## src/rtl/ecfl_skid.sv

```systemverilog
// ----------------------------------------------------------------------------
// ecfl_skid: output register with one skid entry
// Ready toward the pipeline comes from a register only.
// ----------------------------------------------------------------------------
module ecfl_skid #(
  parameter int W = 33
) (
  input  logic         clk,
  input  logic         rst,
  input  logic         in_valid,
  output logic         in_ready,
  input  logic [W-1:0] in_data,
  output logic         out_valid,
  input  logic         out_ready,
  output logic [W-1:0] out_data
);

  logic         buf_valid;
  logic [W-1:0] buf_data;

  assign in_ready = !buf_valid;

  always_ff @(posedge clk) begin
    if (rst) begin
      out_valid <= 1'b0;
      buf_valid <= 1'b0;
    end else if (out_ready || !out_valid) begin
      if (buf_valid) begin
        out_data  <= buf_data;
        buf_valid <= 1'b0;
      end else begin
        out_valid <= in_valid;
        out_data  <= in_data;
      end
    end else if (in_valid && in_ready) begin
      // hold the request aside while the output waits
      buf_data  <= in_data;
      buf_valid <= 1'b1;
    end
  end

endmodule

```

## config.mk

```make
export PLATFORM = sky130hd
export DESIGN_NAME = ecfl_skid
export DESIGN_NICKNAME = d
export VERILOG_FILES = /design/src/rtl/ecfl_skid.sv
export SDC_FILE = /design/constraint.sdc
export NUM_CORES = 1
export LEC_CHECK = 0
export ABC_AREA = 1
export BUFFER_PORTS_ARGS = -buffer_cell sky130_fd_sc_hd__buf_2
export CORE_MARGIN = 4
export CORE_UTILIZATION = 58
export CTS_BUF_LIST = sky130_fd_sc_hd__clkbuf_4 sky130_fd_sc_hd__clkbuf_8
export CTS_CLUSTER_DIAMETER = 60
export DETAILED_ROUTE_END_ITERATION = 6
export PLACE_DENSITY_LB_ADDON = 0.08
export SYNTH_ARGS = -nofsm -noshare
export SYNTH_HDL_FRONTEND = slang
export SYNTH_SLANG_ARGS = --single-unit
```

## constraint.sdc

```tcl
create_clock -name clk -period 6.28 [get_ports clk]
set_input_delay 0.628 -clock clk [delete_from_list [all_inputs] [get_ports clk]]
set_output_delay 0.628 -clock clk [all_outputs]
set_load 0.03 [all_outputs]
```

==> run_results.csv <==
group,metric,value,unit
outcome,run_status,"finished, final reports clean",
final_layout,nNetsFinal,302,
placement,portBuffers,71,
timing,setup_tns,0,ns
timing,finClkSkew,0.00618,ns
global_routing,number_of_global_route_vias_before_repair,1466,
detailed_routing,routed_wl,4390,um
critical_path,worstSetupEndpointType,"flip-flop",
placement,post_dp_cell_area,2950,um^2
critical_path,crit_type,"reg2reg",
power,sw_frac_of_total,0.237,
detailed_routing,postRouteAntennaNets,0,
logic_synthesis,ys_ff_latch,68,
final_layout,drive_gt1_frac,0.383,
die,floorplan.rows,24,
logic_synthesis,synth_top_cell_by_area,"edfxtp_1",
timing,layout_worst_path_cycle_share,0.292,
clocking,h-tree-depth,3,
die,die_h,74.8,um
placement,dpl_worst_slack,4.13,ns
logic_synthesis,yosys.area.top_type_share,0.766,
power,ir_drop,0.000183,V
die,die_x,74.8,um
logic_synthesis,postSynthNetCount,226,
timing,report.final.setup_viol,0,
timing,tightestPinTransition,1.07,ns
timing,slew-limit-headroom,0.284,
global_routing,grt_antenna_before_repair,0,
final_layout,nFillCells,325,
placement,placed_cells_incl_taps,306,
critical_path,worst_ep_required_time,6.23,ns
logic_synthesis,post_synth_num_cell_types,12,
clocking,path_clk_slew,0.07,ns
power,power,907,uW
critical_path,startpoint_type,"flip-flop",
detailed_routing,detailroute.via_count,1543,
final_layout,finish.cell_count_without_fillers,321,
power,switchingPower,215,uW
detailed_routing,avgViaCountPerCell,4.81,
clocking,cts-resized-gates,0,
timing,final_critical_path_setup_slack,4.45,ns
power,sequentialPowerShare,0.580,
critical_path,worstPathBufferInverterCount,1,
final_layout,layout_common_cells,"88 x nand2_1, 71 x buf_2, 66 x edfxtp_1",
timing,final_max_slew_viol_count,0,
detailed_routing,wl_per_cell,13.7,um
logic_synthesis,seq_area_frac_synth,0.781,
detailed_routing,post-route-drc-count,0,
placement,hpwl,2830,um
final_layout,areaGrowthSynthToFinish,19.9,%
final_layout,antennaDiodeCount,0,
timing,finalWorstPathRequiredPeriod,1.83,ns
die,placeableCoreArea,4320,um^2
critical_path,cp_data_arrival_time,1.78,ns
min_path,hold_path.class,"in2reg",
placement,gp_congestion,0.679,
clocking,worstSkewPairLatency,0.33,ns
timing,highest_achievable_clock_rate,545,MHz
timing,report.final.hold_viol_count,0,
clocking,buffers_inserted_by_post_cts_timing_repair,0,
global_routing,grt_pass1_wl,6820,um
logic_synthesis,area_of_the_mapped_netlist,2590,um^2
logic_synthesis,post_synth_inst_count,189,
detailed_routing,firstDrtPassIters,4,
die,design.die.area,5590,um^2
logic_synthesis,postSynthAreaPerCell,13.7,um^2
critical_path,critical_path.max_stage_delay,0.71,ns
critical_path,path_delay_family,"simple AND/OR/NAND/NOR gates",
power,power_report.internal_total,693,uW
detailed_routing,first_iter_violations,121,
job,max_cap_violations,0,
power,power.share.clock,0.323,
critical_path,crit_path_cell_trace,"inv_8, nand2_1, nor2_4",
clocking,numCtsBuffers,9,
final_layout,stdcell_area,3100,um^2
final_layout,layout_commonest_cell,"nand2_1",
critical_path,crit_path_max_fanout,36,
clocking,cts_hold_buf,0,
global_routing,globalRouteTotalUtil,0.171,
logic_synthesis,ys.warnings.count,0,
logic_synthesis,synthTopCellsByArea,"edfxtp_1 77%, nand2_1 13%, nand2_2 3.6%",
clocking,cts_max_path_buffers,2,
global_routing,grt_overflow_total,0,
power,total_leakage_power,0.00133,uW
die,floorplan.initialDensity,0.598,
clocking,cts_tree,"done",
clocking,numClockSinks,68,
clocking,root_buffer,"clkbuf_8",
global_routing,grt_start_max_net_pins,37,
power,comb_power_share,0.097,
die,ioPinCount,72,
critical_path,timing.critical_path.slowest_stage_cell,"nor2_4",
timing,rsz_0062_raised_after_global_routing,"no",
power,power_per_cell_area,293,nW/um^2
==> power by group through the flow <==
stage / logic, uW / clock network, uW / registers [uW]
floorplan: 25.1 / 0 / 567
global placement: 87.3 / 0 / 535
detailed placement: 89.2 / 0 / 536
CTS: 89.2 / 297 / 526
global route: 96.2 / 319 / 527
finish: 87.9 / 294 / 526
==> worst register-to-register path: cells and delay by family, from the launching register on <==
| family | cells | cell delay (ns) |
|---|---|---|
| DFF | 1 | 0.36 |
| and+or+nand+nor | 2 | 0.85 |
| buffers and inverters | 1 | 0.22 |
==> per-layer routing <==
metal	GRT usage	wire length, um	vias up
li1	-	-	781
met1	0.234	1910	697
met2	0.253	2090	55
met3	0.0401	292	10
met4	0.101	102	0
met5	0	0	-
==> cell type report <==
cell class	instances	area, um^2	share of cell area
sequential	68	2020	0.652
multi-input combinational	108	465	0.150
timing repair buffer	72	363	0.117
clock buffer	11	139	0.0448
tap	52	65.1	0.0210
inverter	6	30.0	0.00968
clock inverter	4	17.5	0.00565
==> registers in the layout, indices dropped and copies added, names as in the netlist <==
name	count
out_valid	1
out_data	33
buf_data	33
buf_valid	1
==> cell usage after synthesis <==
cell	count
nand2_2	15
edfxtp_1	66
nand3_1	2
dfxtp_1	2
buf_6	3
buf_4	2
inv_8	1
a21oi_1	1
nor2_1	2
nand2_1	88
buf_12	2
inv_1	5
==> through the flow <==
| stage | hold slack (ns) | util |
|---|---|---|
| after floorplan | 0.494 | - |
| after global placement | 0.499 | 0.681 |
| after detailed placement | 0.502 | 0.681 |
| after CTS | 0.475 | 0.717 |
| after global routing | 0.479 | 0.717 |
| final | 0.486 | 0.717 |
==> cell families (layout without fill, tap and decap cells) <==
group           after synthesis  count (layout)  share of synthesized area
simple gates                107             107                      0.171
flops                        68              68                      0.781
compound gates                1               1                    0.00193
buf+inv                      13              93                     0.0459
==> final timing paths <==
check	start	to	slack (ns)	depth (start not counted)
min	in_data[6]	buf_data[6]	0.49	1
min reg2reg	buf_data[21]	out_data[21]	0.52	2
max reg2reg	buf_valid	buf_data[17]	4.45	3
max	buf_valid	buf_data[17]	4.45	3
No activity file was read; power rests on OpenSTA's default activity.
