**src/rtl/ecfl_sqrt.sv**
```systemverilog
// ----------------------------------------------------------------------------
// ecfl_sqrt: pipelined floor square root
// One root bit per register stage, digit-by-digit restoring method.
// ----------------------------------------------------------------------------
module ecfl_sqrt #(
  parameter int NW = 65,
  parameter int SW = 1,
  localparam int R = (NW + 1) / 2
) (
  input  logic          clk,
  input  logic          rst,
  input  logic          en,
  input  logic          in_valid,
  input  logic [NW-1:0] in_rad,
  input  logic [SW-1:0] in_side,
  output logic          out_valid,
  output logic [R-1:0]  out_root,
  output logic [SW-1:0] out_side
);

  localparam int RW = R + 2;
  localparam int AW = 2 * R;

  logic          v    [1:R];
  logic [RW-1:0] rem  [1:R];
  logic [R-1:0]  root [1:R];
  logic [AW-1:0] rad  [1:R];
  logic [SW-1:0] s    [1:R];

  for (genvar k = 0; k < R; k++) begin : g_step
    logic          v_in;
    logic [RW-1:0] rem_in;
    logic [R-1:0]  root_in;
    logic [AW-1:0] rad_in;
    logic [SW-1:0] s_in;
    logic [RW+1:0] t;
    logic [RW+1:0] trial;
    logic [RW+1:0] diff;
    logic          fit;

    if (k == 0) begin : g_first
      assign v_in    = in_valid;
      assign rem_in  = '0;
      assign root_in = '0;
      assign rad_in  = AW'(in_rad);
      assign s_in    = in_side;
    end else begin : g_next
      assign v_in    = v[k];
      assign rem_in  = rem[k];
      assign root_in = root[k];
      assign rad_in  = rad[k];
      assign s_in    = s[k];
    end

    // bring down two radicand bits, try root*4+1
    assign t     = {rem_in, rad_in[AW-1 -: 2]};
    assign trial = (RW + 2)'({root_in, 2'b01});
    assign diff  = t - trial;
    assign fit   = (t >= trial);

    always_ff @(posedge clk) begin
      if (rst) begin
        v[k+1] <= 1'b0;
      end else if (en) begin
        v[k+1]    <= v_in;
        rem[k+1]  <= fit ? diff[RW-1:0] : t[RW-1:0];
        root[k+1] <= {root_in[R-2:0], fit};
        rad[k+1]  <= {rad_in[AW-3:0], 2'b00};
        s[k+1]    <= s_in;
      end
    end
  end

  assign out_valid = v[R];
  assign out_root  = root[R];
  assign out_side  = s[R];

endmodule

```
**config.mk**
```make
export PLATFORM = sky130hd
export DESIGN_NAME = ecfl_sqrt
export DESIGN_NICKNAME = d
export VERILOG_FILES = /design/src/rtl/ecfl_sqrt.sv
export SDC_FILE = /design/constraint.sdc
export NUM_CORES = 2
export LEC_CHECK = 0
export BUFFER_PORTS_ARGS = -buffer_cell sky130_fd_sc_hd__buf_4
export CAP_MARGIN = 20
export CELL_PAD_IN_SITES_DETAIL_PLACEMENT = 0
export CELL_PAD_IN_SITES_GLOBAL_PLACEMENT = 1
export CORE_MARGIN = 1
export CORE_UTILIZATION = 50
export CTS_BUF_LIST = sky130_fd_sc_hd__clkbuf_16
export CTS_CLUSTER_SIZE = 16
export DETAILED_ROUTE_END_ITERATION = 12
export PLACE_DENSITY = 0.72
export SKIP_LAST_GASP = 1
export SLEW_MARGIN = 20
export SYNTH_ARGS = -nofsm -noshare
export SYNTH_HDL_FRONTEND = slang
export SYNTH_MEMORY_MAX_BITS = 65536
export SYNTH_SLANG_ARGS = --single-unit
```
**constraint.sdc**
```tcl
create_clock -name clk -period 259.5 [get_ports clk]
set_clock_uncertainty 0.2 [all_clocks]
set_input_delay 38.925 -clock clk [delete_from_list [all_inputs] [get_ports clk]]
set_output_delay 38.925 -clock clk [all_outputs]
set_load 0.005 [all_outputs]
```
==> flow_summary.yaml <==
status:
  status: "complete, but fails checks"
  violations: "design-rule violations"
yosys:
  yosysTopAreaCell: "edfxtp_1"
  synthCells: 9722
  syn_area_per_cell_sq_um: 13.0
  yosys.area.top_type_share: 0.652
  synth_nets: 10400
  synth_cell_type_count: 79
  synth_edf_count: 2745
  synth_seq_cells: 2745
  synthesis.area_sq_um: 126000
  synthTopCellsByArea: "edfxtp_1 65%, ha_1 5.9%, xnor2_1 3.4%"
  synthArstFlopShare: 0
  yosysSeqAreaShare: 0.652
  yosysWarnings: 0
  synth_ff_type: "edfxtp_1"
timing:
  max_freq_ghz: 0.0224
  finalSetupTns_ns: 0
  slew_violations: 0
  hold_viol_final: 0
  max_slew_margin: 0.0376
  rsz0062_at_grt: "no"
  setup_viol: 0
  period_share: 0.172
  min_period_ns: 44.66
  tightest_slew_ns: 1.43
die:
  rows: 184
  design.die.area_sq_um: 255000
  ios: 105
  start_util: 0.503
  die_h_um: 505
  coreArea_sq_um: 251000
  die_w_um: 505
clock_network:
  clk_path_buf_depth: 4
  cts_resized: 0
  htreeDepth: 5
  cts_made_buffers: 313
  clock_latency_ns: 0.94
  clock_tree.root_cell: "clkbuf_16"
  hold_buffers: 0
  cts_sinks: 2745
  cts.reportedPaths.clkPinSlew_ns: 0.06
  cts_setup_buffers: 0
  cts_tree: "done"
drt:
  viasPerCell: 5.47
  wire_per_inst_um: 18.6
  drc: 4
  routed_wl_um: 253000
  top_layer_used: "met4"
  routed-via-count: 74300
  wl_met2_um: 115000
  drt-met1-wl_um: 121000
  drt_iter0_drc: 5669
  drtAntennaViolNets: 0
  wl_met3_um: 10500
  dr.pass1.iters: 10
power:
  power.total_uw: 1050
  p_leak_uw: 0.0526
  internal-power_uw: 811
  vdd_drop_max_uv: 6.91
  p_clk_frac: 0.404
  power_frac_comb: 0.094
  swShare: 0.230
  p_sw_uw: 243
  seq_power_share: 0.502
  power_density_nw_per_um2: 7.46
global_routing:
  antenna_found_initial: 2
  grt_pass1_wl_um: 401000
  grt_max_degree: 197
  grt-ovfl-total: 0
  grtUsageTotal: 0.197
  grt_pass1_vias: 72100
worst_setup_path:
  worstSetupStartpointType: "primary input"
  worstSetupPathType: "in -> reg"
  cp.arrival_ns: 44.96
  worstSetupEndpointType: "flip-flop"
  cp_max_fo: 83
  required_ns: 259.79
placement:
  routabilityCongestion: 0.897
  dpl.hpwl_um: 180000
  place.port_buffers: 104
  place_inst: 13000
min_path:
  min_path_type: "reg -> reg"
cells_and_area:
  multi_input_area_sq_um: 40500
  drive_above_1_share: 0.0757
  syn_to_final_growth_pct: 11.8
  regArea_sq_um: 82400
  layout_common_cells: "2745 x edfxtp_1, 814 x inv_1, 660 x nor2_1"
  utilization: 0.562
  nNetsFinal: 10700
  layout_commonest_cell: "edfxtp_1"
  n_fill_cell: 20500
  finalNonFillerCells: 13600
run:
  drv_cap: 0
-- kinds of logic after synthesis --
kind of cell,after synthesis,synth area share
AO/OA/AOI/OAI,1883,0.0916
buffers and inverters,958,0.0284
XOR/XNOR,903,0.0626
other,1,0.0000297
flip-flops,2745,0.652
multiplexers,79,0.00696
adder cells (fa/ha/maj),594,0.0588
AND/OR/NAND/NOR,2559,0.0997
-- final timing paths --
| kind | start | endpoint | slack [ns] | depth (start not counted) |
|---|---|---|---|---|
| setup reg to reg | rem[13][2] | rem[13][68] | 254.01 | 12 |
| hold / removal | rad[2][100] | rad[3][38] | 0.18 | 0 |
| hold reg to reg | rad[2][100] | rad[3][38] | 0.18 | 0 |
| setup / recovery | rst | rad[15][124] | 214.84 | 9 |
-- layer usage --
layer	GRT usage	up-vias
li1	-	36500
met1	0.288	36000
met2	0.310	1395
met3	0.0270	428
met4	0.0521	0
met5	0	-
-- synthesized netlist by cell type, types with 75 or more instances --
master and instances:
nand2_1 620, ha_1 594, nand4_1 107, xnor2_1 490, o21a_1 92, a21o_1 231
nor2_1 660, xor2_1 413, edfxtp_1 2745, nor2b_1 75, o21ai_0 435, nand3_1 155
nand2b_1 112, or3_1 105, inv_1 767, nor3_1 259, a21oi_1 657, clkbuf_1 173
nor4_1 124
-- flip-flops by register name, summed over array words and instances (netlist names) --
register  flops
s            33
root        561
rem        1062
v            33
rad        1056
-- area by class of cell --
class | count | share of cell area
Antenna cell | 2 | 0.0000354
Clock buffer | 319 | 0.0565
Clock inverter | 228 | 0.0140
Inverter | 769 | 0.0204
Multi-Input combinational cell | 6019 | 0.287
Sequential cell | 2745 | 0.583
Tap cell | 3348 | 0.0296
Timing Repair Buffer | 162 | 0.00951
-- per-stage QoR --
stage	hold WS (ns)	worst slack, ns	area, sq um
6_report	0.181	214.84	141000
5_1_grt	0.175	214.29	141000
4_1_cts	0.177	214.80	141000
3_5_place_dp	0.205	213.82	131000
3_3_place_gp	0.200	214.07	131000
2_1_floorplan	0.200	142.38	126000
-- worst max-delay path: stages --
cell	delay (ns)
buf_4	0.12
nor2b_4	0.37
buf_4	0.66
buf_4	0.63
buf_4	0.71
buf_4	0.80
buf_4	0.81
buf_4	0.80
buf_4	0.90
-- power groups by stage --
| stage | Sequential [uW] | Combinational [uW] | Clock, uW |
|---|---|---|---|
| after floorplan | 599 | 75.2 | 0 |
| after global placement | 539 | 96.4 | 0 |
| after detailed placement | 539 | 97.9 | 0 |
| after CTS | 530 | 98.6 | 439 |
| after global routing | 532 | 110 | 456 |
| final | 529 | 98.6 | 426 |
No activity file was read; power rests on OpenSTA's default activity.
